===== src/design/bce_pkg.sv =====
// ----------------------------------------------------------------------------
// bce_pkg
// Types and constants of the Bezier curve evaluator.
// ----------------------------------------------------------------------------
package bce_pkg;

   localparam int MAX_POINTS  = 16;
   localparam int T_FRAC_BITS = 16;

   localparam int COORD_W  = 32;
   localparam int PCNT_W   = 5;
   localparam int IDX_W    = 4;
   localparam int TPARAM_W = 17;
   localparam int PT_AW    = (MAX_POINTS > 1) ? $clog2(MAX_POINTS) : 1;
   localparam int CYC_W    = ($clog2(MAX_POINTS + 1) > 3) ? $clog2(MAX_POINTS + 1) : 3;
   localparam int T_W      = T_FRAC_BITS + 1;
   localparam int DIFF_W   = COORD_W + 1;
   localparam int PROD_W   = DIFF_W + T_W + 1;

   // last cycle count of a level never drops below the interpolation depth
   localparam int LEVEL_LAST_MIN = 4;

   localparam logic [T_W-1:0]    T_ONE  = T_W'(1) << T_FRAC_BITS;
   localparam logic [PROD_W-1:0] T_HALF = PROD_W'(1) << (T_FRAC_BITS - 1);

   localparam logic [PCNT_W-1:0] PCNT_RESET = PCNT_W'(2);
   localparam logic [PCNT_W-1:0] PCNT_MIN   = PCNT_W'(2);

   localparam logic REQ_WRITE = 1'b0;
   localparam logic REQ_EVAL  = 1'b1;

   typedef struct packed {
      logic                       req_type;
      logic [IDX_W-1:0]           point_index;
      logic signed [COORD_W-1:0]  x_coord;
      logic signed [COORD_W-1:0]  y_coord;
      logic signed [COORD_W-1:0]  z_coord;
      logic [TPARAM_W-1:0]        t_param;
   } req_item_type;

   typedef struct packed {
      logic signed [COORD_W-1:0]  x_out;
      logic signed [COORD_W-1:0]  y_out;
      logic signed [COORD_W-1:0]  z_out;
      logic                       error_flag;
   } rsp_item_type;

   typedef struct packed {
      logic             pt_we;
      logic             load_t;
      logic             rd_en;
      logic             rd_first;
      logic             rd_src_pts;
      logic [PT_AW-1:0] rd_addr;
      logic             load_rsp;
      logic             rsp_err;
   } dp_cmd_type;

endpackage


===== src/design/bce_ctrl.sv =====
// ----------------------------------------------------------------------------
// bce_ctrl
// Sequencer: accepts requests, walks the interpolation levels, issues results.
// ----------------------------------------------------------------------------
module bce_ctrl (
   input  logic                        clock,
   input  logic                        reset,
   input  logic                        req_valid,
   output logic                        req_ready,
   input  bce_pkg::req_item_type       req_data,
   output logic                        rsp_valid,
   input  logic                        rsp_ready,
   input  logic                        csr_we,
   input  logic [bce_pkg::PCNT_W-1:0]  csr_wdata,
   output bce_pkg::dp_cmd_type         cmd
);

   localparam logic [1:0] ST_IDLE = 2'd0;
   localparam logic [1:0] ST_RUN  = 2'd1;
   localparam logic [1:0] ST_DONE = 2'd2;

   logic [1:0]                  state_ff, state_in;
   logic [bce_pkg::PCNT_W-1:0]  pcnt_ff, pcnt_in;
   logic [bce_pkg::CYC_W-1:0]   m_ff, m_in;
   logic [bce_pkg::CYC_W-1:0]   cyc_ff, cyc_in;
   logic                        src_pts_ff, src_pts_in;
   logic                        err_ff, err_in;
   logic                        rsp_valid_ff, rsp_valid_in;

   logic                        accept;
   logic [31:0]                 n_use;
   logic [bce_pkg::CYC_W-1:0]   lvl_last;

   assign req_ready = (state_ff == ST_IDLE);
   assign accept    = req_valid && req_ready;
   assign rsp_valid = rsp_valid_ff;

   assign n_use = (32'(pcnt_ff) > 32'(bce_pkg::MAX_POINTS)) ? 32'(bce_pkg::MAX_POINTS)
                                                           : 32'(pcnt_ff);
   assign lvl_last = (m_ff > bce_pkg::CYC_W'(bce_pkg::LEVEL_LAST_MIN)) ? m_ff
                   : bce_pkg::CYC_W'(bce_pkg::LEVEL_LAST_MIN);

   always_comb begin
      state_in     = state_ff;
      pcnt_in      = csr_we ? csr_wdata : pcnt_ff;
      m_in         = m_ff;
      cyc_in       = cyc_ff;
      src_pts_in   = src_pts_ff;
      err_in       = err_ff;
      rsp_valid_in = rsp_valid_ff && !rsp_ready;

      cmd          = '0;
      cmd.rd_addr  = cyc_ff[bce_pkg::PT_AW-1:0];
      cmd.rd_first = (cyc_ff == '0);
      cmd.rd_src_pts = src_pts_ff;
      cmd.rsp_err  = err_ff;

      case (state_ff)
         ST_IDLE: begin
            if (accept) begin
               if (req_data.req_type == bce_pkg::REQ_WRITE) begin
                  cmd.pt_we = (32'(req_data.point_index) < 32'(bce_pkg::MAX_POINTS));
               end else begin
                  cmd.load_t = 1'b1;
                  cyc_in     = '0;
                  src_pts_in = 1'b1;
                  m_in       = bce_pkg::CYC_W'(n_use - 32'd1);
                  if (pcnt_ff < bce_pkg::PCNT_MIN) begin
                     err_in   = 1'b1;
                     state_in = ST_DONE;
                  end else begin
                     err_in   = 1'b0;
                     state_in = ST_RUN;
                  end
               end
            end
         end
         ST_RUN: begin
            // read m+1 entries, then pad so the next level sees finished writes
            cmd.rd_en = (cyc_ff <= m_ff);
            if (cyc_ff == lvl_last) begin
               cyc_in     = '0;
               src_pts_in = 1'b0;
               if (m_ff == bce_pkg::CYC_W'(1)) begin
                  state_in = ST_DONE;
               end else begin
                  m_in = m_ff - bce_pkg::CYC_W'(1);
               end
            end else begin
               cyc_in = cyc_ff + bce_pkg::CYC_W'(1);
            end
         end
         ST_DONE: begin
            if (!rsp_valid_ff || rsp_ready) begin
               cmd.load_rsp = 1'b1;
               rsp_valid_in = 1'b1;
               state_in     = ST_IDLE;
            end
         end
         default: begin
            state_in = ST_IDLE;
         end
      endcase
   end

   always_ff @(posedge clock) begin
      if (reset) begin
         state_ff     <= ST_IDLE;
         pcnt_ff      <= bce_pkg::PCNT_RESET;
         m_ff         <= '0;
         cyc_ff       <= '0;
         src_pts_ff   <= 1'b0;
         err_ff       <= 1'b0;
         rsp_valid_ff <= 1'b0;
      end else begin
         state_ff     <= state_in;
         pcnt_ff      <= pcnt_in;
         m_ff         <= m_in;
         cyc_ff       <= cyc_in;
         src_pts_ff   <= src_pts_in;
         err_ff       <= err_in;
         rsp_valid_ff <= rsp_valid_in;
      end
   end

endmodule


===== config.mk =====
export PLATFORM = sky130hd
export DESIGN_NAME = bce_ctrl
export DESIGN_NICKNAME = d
export VERILOG_FILES = /design/src/design/bce_pkg.sv /design/src/design/bce_ctrl.sv
export SDC_FILE = /design/constraint.sdc
export NUM_CORES = 1
export LEC_CHECK = 0
export ABC_AREA = 1
export BUFFER_PORTS_ARGS = -buffer_cell sky130_fd_sc_hd__buf_4
export CORE_ASPECT_RATIO = 1.4
export CORE_UTILIZATION = 39
export CTS_CLUSTER_DIAMETER = 150
export CTS_CLUSTER_SIZE = 14
export DETAILED_ROUTE_END_ITERATION = 12
export GPL_ROUTABILITY_DRIVEN = 0
export PLACE_DENSITY_LB_ADDON = 0.3
export SLEW_MARGIN = 20
export SYNTH_ARGS = -nofsm -noshare
export SYNTH_HDL_FRONTEND = slang
export SYNTH_SLANG_ARGS = --single-unit

===== constraint.sdc =====
create_clock -name clock -period 4.8 [get_ports clock]
set_input_delay 0.96 -clock clock [delete_from_list [all_inputs] [get_ports clock]]
set_output_delay 0.96 -clock clock [all_outputs]
set_load 0.1 [all_outputs]

======== Word level (Yosys, flattened, before mapping) ========
Cells that the tools add are included.
operators by class
  add/subtract/negate cells ............... 3
  bitwise logic cells ..................... 0
  multiplexer cells ....................... 32
  $mul .................................... 0
  reductions and logical operators ........ 13
  eq/ne operators ......................... 10
  div/mod/pow operators ................... 0
  shift operators ......................... 0
  order comparisons ....................... 4
operator list
  kind                                                                  count
  5-bit two-way mux                                                     9
  5-bit one-hot mux with 2 select lines                                 2
  2-bit two-way mux                                                     8
  1-bit two-way mux                                                     11
  5-bit AND reduction                                                   2
  5-bit by 1-bit subtractor with 5-bit output, second input constant    2
  2-bit != test, second input constant                                  4
  2-bit one-hot mux with 3 select lines                                 1
  3-bit AND reduction                                                   2
  5-bit by 1-bit adder with 5-bit output, second input constant         1
  5-bit by 1-bit == test with 1-bit output, second input constant       1
  5-bit == test                                                         1
  5-bit by 3-bit > comparator with 1-bit output, second input constant  1
  5-bit > comparator, second input constant                             1
  5-bit less-or-equal comparator                                        1
  5-bit zero test                                                       1
  5-bit by 2-bit < comparator with 1-bit output, second input constant  1
  2-bit by 1-bit != test with 1-bit output, second input constant       2
  4-bit AND reduction                                                   1
  2-bit by 1-bit == test with 1-bit output, second input constant       1
  2-bit == test, second input constant                                  1
  1-bit logical AND                                                     2
  1-bit zero test                                                       2
  2-bit zero test                                                       1
  other kinds (3)                                                       3
word-level totals
  input port bits ......................... 128
  latch bits .............................. 0
  output and inout port bits .............. 13
  memories ................................ 0
  flip-flop bits (word level) ............. 20
  logic and storage cells ................. 69
  memory bits (writable) .................. 0
  ROM bits ................................ 0

======== Depth between registers and ports, before layout ========
  depth in word-level cells ............... 6
  gate-level depth with buffers ........... 14
  depth with buffers taken out ............ 14

======== Worst setup path after synthesis ========
OpenSTA, ideal clock, no wires.
  kind .................................... flip-flop to output port
  from .................................... reg cyc_ff[0] (netlist bit)
  to ...................................... out cmd[7] (netlist bit)
  data required time ...................... 3.840 ns
  cell stages (with the launch flop) ...... 5
  arrival time ............................ 2.658 ns
  path slack .............................. 1.182 ns
  cell sequence ........................... dfxtp_1 -> inv_1 -> ha_1 -> nand2_1 -> nor3_1
RTL lines
  what                    line             RTL
  from (decl)             bce_ctrl.sv:25   logic [bce_pkg::CYC_W-1:0] cyc_ff, cyc_in;
  from (signal assigned)  bce_ctrl.sv:119  cyc_ff <= cyc_in;
  to (decl)               bce_ctrl.sv:15   output bce_pkg::dp_cmd_type cmd

==> impl_metrics.tcl <==
set metrics [dict create \
    status "completed" \
    crit_path_start_kind "flop" \
    postCtsHoldBufs 0 \
    first_iter_violations 24 \
    cts_buffer_depth 2 \
    slew_viol_final 0 \
    p_int_w 0.000541 \
    grt_setup_unrepaired "false" \
    worst_pin_slew_ns 0.441 \
    swShare_pct 58.1 \
    die-area_um2 3980 \
    post_cts_buffers 0 \
    cts_tree "built" \
    endpoint_kind "output port" \
    drtAntennaViolNets 0 \
    fmax_mhz 352 \
    clk_latency_ns 0.26 \
    ys_ff_latch 20 \
    power_density_nw_per_um2 774 \
    nNetsFinal 372 \
    p_sw_w 0.000751 \
    relSlewSlack_pct 70.6 \
    ys_warn_count 0 \
    core_um2 3470 \
    drt_pass1_iterations 4 \
    seq_area_frac_synth_pct 27.6 \
    critPathArrivalTime_ns 1.88 \
    required_ns 3.84 \
    start_util_pct 41.8 \
    dp_hpwl_mm 2.29 \
    ctsResizeCount 0 \
    ioPinCount 141 \
    seqPwrFrac_pct 19.8 \
    p_total_w 0.00129 \
    synthesis.area_um2 1450 \
    finalWirelength_mm 2.87 \
    postSynthAreaPerCell_um2 6.82 \
    ys_types 30 \
    worstSetupPathType "reg -> out" \
    drc 0 \
    rows 25 \
    grt_pass1_wl_mm 5.28 \
    layoutNonFillerInstCount 272 \
    cts.sinks 20 \
    port_buffers 23 \
    syn_inst 213 \
    syn_to_final_growth_pct 14.9 \
    placedCellCount 268 \
    tns_ns 0 \
    grt_max_degree 15 \
    wl_per_cell_um 10.6 \
    viasPerCell 4.92 \
    via_count 1338 \
    ir_drop_v 0.000511 \
    hold_violations 0 \
    cts.htree.levels 1 \
    fillers 361 \
    combPwrFrac_pct 70.1 \
    drive_gt1_share_pct 20.3 \
    hold_class "reg -> reg" \
    antenna_found_initial 0 \
    clock_skew_ns 0.00513 \
    post-route-period-util_pct 59.2 \
    clk_pin_slew_worst_paths_ns 0.08 \
    antenna-diode-count 0 \
    cts_root_buf "clkbuf_8" \
    fin_crit_ns 2.84 \
    first_global_vias 1261 \
    crit_fanout 4 \
    die_width_um 53.6 \
    setup_viol 0 \
    grt-ovfl-total 0 \
    synth_nets 352 \
    p_leak_nw 0.854 \
    power_frac_clock_pct 10.0 \
    track_usage_pct 17.7 \
    cts_buffers 3 \
    die_h_um 74.2 \
    cap_violations 0 \
]
==> cells in the mapped netlist <==
cell type | n | area [um^2]
a21oi_1 | 14 | 70.1
a31oi_2 | 1 | 12.5
buf_2 | 1 | 5.00
buf_4 | 6 | 45.0
buf_6 | 1 | 11.3
dfxtp_1 | 20 | 400
ha_1 | 11 | 138
inv_1 | 30 | 113
inv_2 | 4 | 15.0
mux2i_1 | 1 | 10.0
nand2_1 | 46 | 173
nand2_2 | 2 | 12.5
nand2_4 | 2 | 22.5
nand2b_4 | 1 | 13.8
nand3_1 | 10 | 50.1
nand3_2 | 2 | 20.0
nand3_4 | 1 | 17.5
nand4_1 | 7 | 43.8
nor2_1 | 27 | 101
nor2_2 | 2 | 12.5
nor2_4 | 2 | 22.5
nor3_1 | 2 | 10.0
nor3_2 | 2 | 20.0
o211ai_1 | 1 | 7.51
o21ai_0 | 10 | 50.1
o221ai_1 | 1 | 8.76
o22ai_1 | 1 | 6.26
or2_2 | 1 | 6.26
xnor2_1 | 1 | 8.76
xor2_1 | 3 | 26.3
==> per-stage QoR <==
step | area, um^2 | util (%) | hold WS [ns] | setup slack, ns
2_1_floorplan | 1450 | - | 0.434 | 1.18
3_3_place_gp | 1610 | 46.5 | 0.453 | 2.03
3_5_place_dp | 1610 | 46.5 | 0.468 | 2.02
4_1_cts | 1670 | 48.1 | 0.479 | 1.96
5_1_grt | 1670 | 48.1 | 0.528 | 1.79
6_report | 1670 | 48.1 | 0.472 | 1.96
==> critical path: stages, from the launching register on <==
cell      delay, ns
dfxtp_1        0.41
inv_1          0.12
ha_1           0.32
nand2_1        0.09
inv_1          0.06
nand3_1        0.06
o221ai_1       0.10
a21oi_1        0.14
buf_4          0.31
==> power by group through the flow <==
stage	Combinational, W	Sequential, W	Clock [W]
6_report	0.000906	0.000256	0.000130
5_1_grt	0.00101	0.000262	0.000144
4_1_cts	0.000912	0.000257	0.000135
3_5_place_dp	0.000910	0.000260	0
3_3_place_gp	0.000902	0.000260	0
2_1_floorplan	0.000760	0.000266	0
==> metal layers <==
layer	share of wire [%]	GRT usage, %
met1	43	20.6
met2	52	32.1
met5	0	0
met4	1.6	6.14
met3	2.6	2.45
==> logic make-up (layout without fill, tap and decap cells) <==
family / after synthesis / in the layout / synth area share, %
mux: 1 / 1 / 0.689
fa+ha+maj: 11 / 11 / 9.47
flops: 20 / 20 / 27.6
buf+inv: 42 / 61 / 13.0
xor+xnor: 4 / 4 / 2.41
simple gates: 107 / 107 / 36.2
compound gates: 28 / 28 / 10.7
==> sequential cells by signal, summed over array words and instances (netlist names) <==
| signal | count |
|---|---|
| cyc_ff | 5 |
| m_ff | 5 |
| pcnt_ff | 5 |
| state_ff | 2 |
| err_ff | 1 |
| rsp_valid | 1 |
| src_pts_ff | 1 |
==> layout make-up <==
class                           count  area, um^2  share of cell area [%]
Tap cell                           40        50.0                    3.00
Sequential cell                    20         400                    24.0
Inverter                           34         128                    7.65
Timing Repair Buffer               23         173                    10.3
Multi-Input combinational cell    151         863                    51.7
Clock buffer                        4        55.1                    3.30
==> cell usage in the layout, fill, tap and decap left out, types with 2 or more instances in the layout <==
cell type | synthesis | layout
nor3_2 | 2 | 2
nor3_1 | 2 | 2
nor2_1 | 27 | 27
nand4_1 | 7 | 7
buf_4 | 6 | 23
nand3_2 | 2 | 2
inv_2 | 4 | 4
nand2_1 | 46 | 46
dfxtp_1 | 20 | 20
a21oi_1 | 14 | 14
nand2_2 | 2 | 2
nand3_1 | 10 | 10
clkbuf_8 | 0 | 4
xor2_1 | 3 | 3
ha_1 | 11 | 11
o21ai_0 | 10 | 10
nor2_4 | 2 | 2
nand2_4 | 2 | 2
nor2_2 | 2 | 2
inv_1 | 30 | 30
==> worst paths after layout <==
check | start | slack, ns | cells past startpoint | end
worst max-delay path | m_ff[4] | 1.96 | 8 | cmd[8]
worst min-delay path | src_pts_ff | 0.47 | 2 | src_pts_ff
worst max register to register | m_ff[0] | 3.06 | 13 | m_ff[3]
worst min register to register | src_pts_ff | 0.47 | 2 | src_pts_ff
No activity file was read; power rests on OpenSTA's default activity.
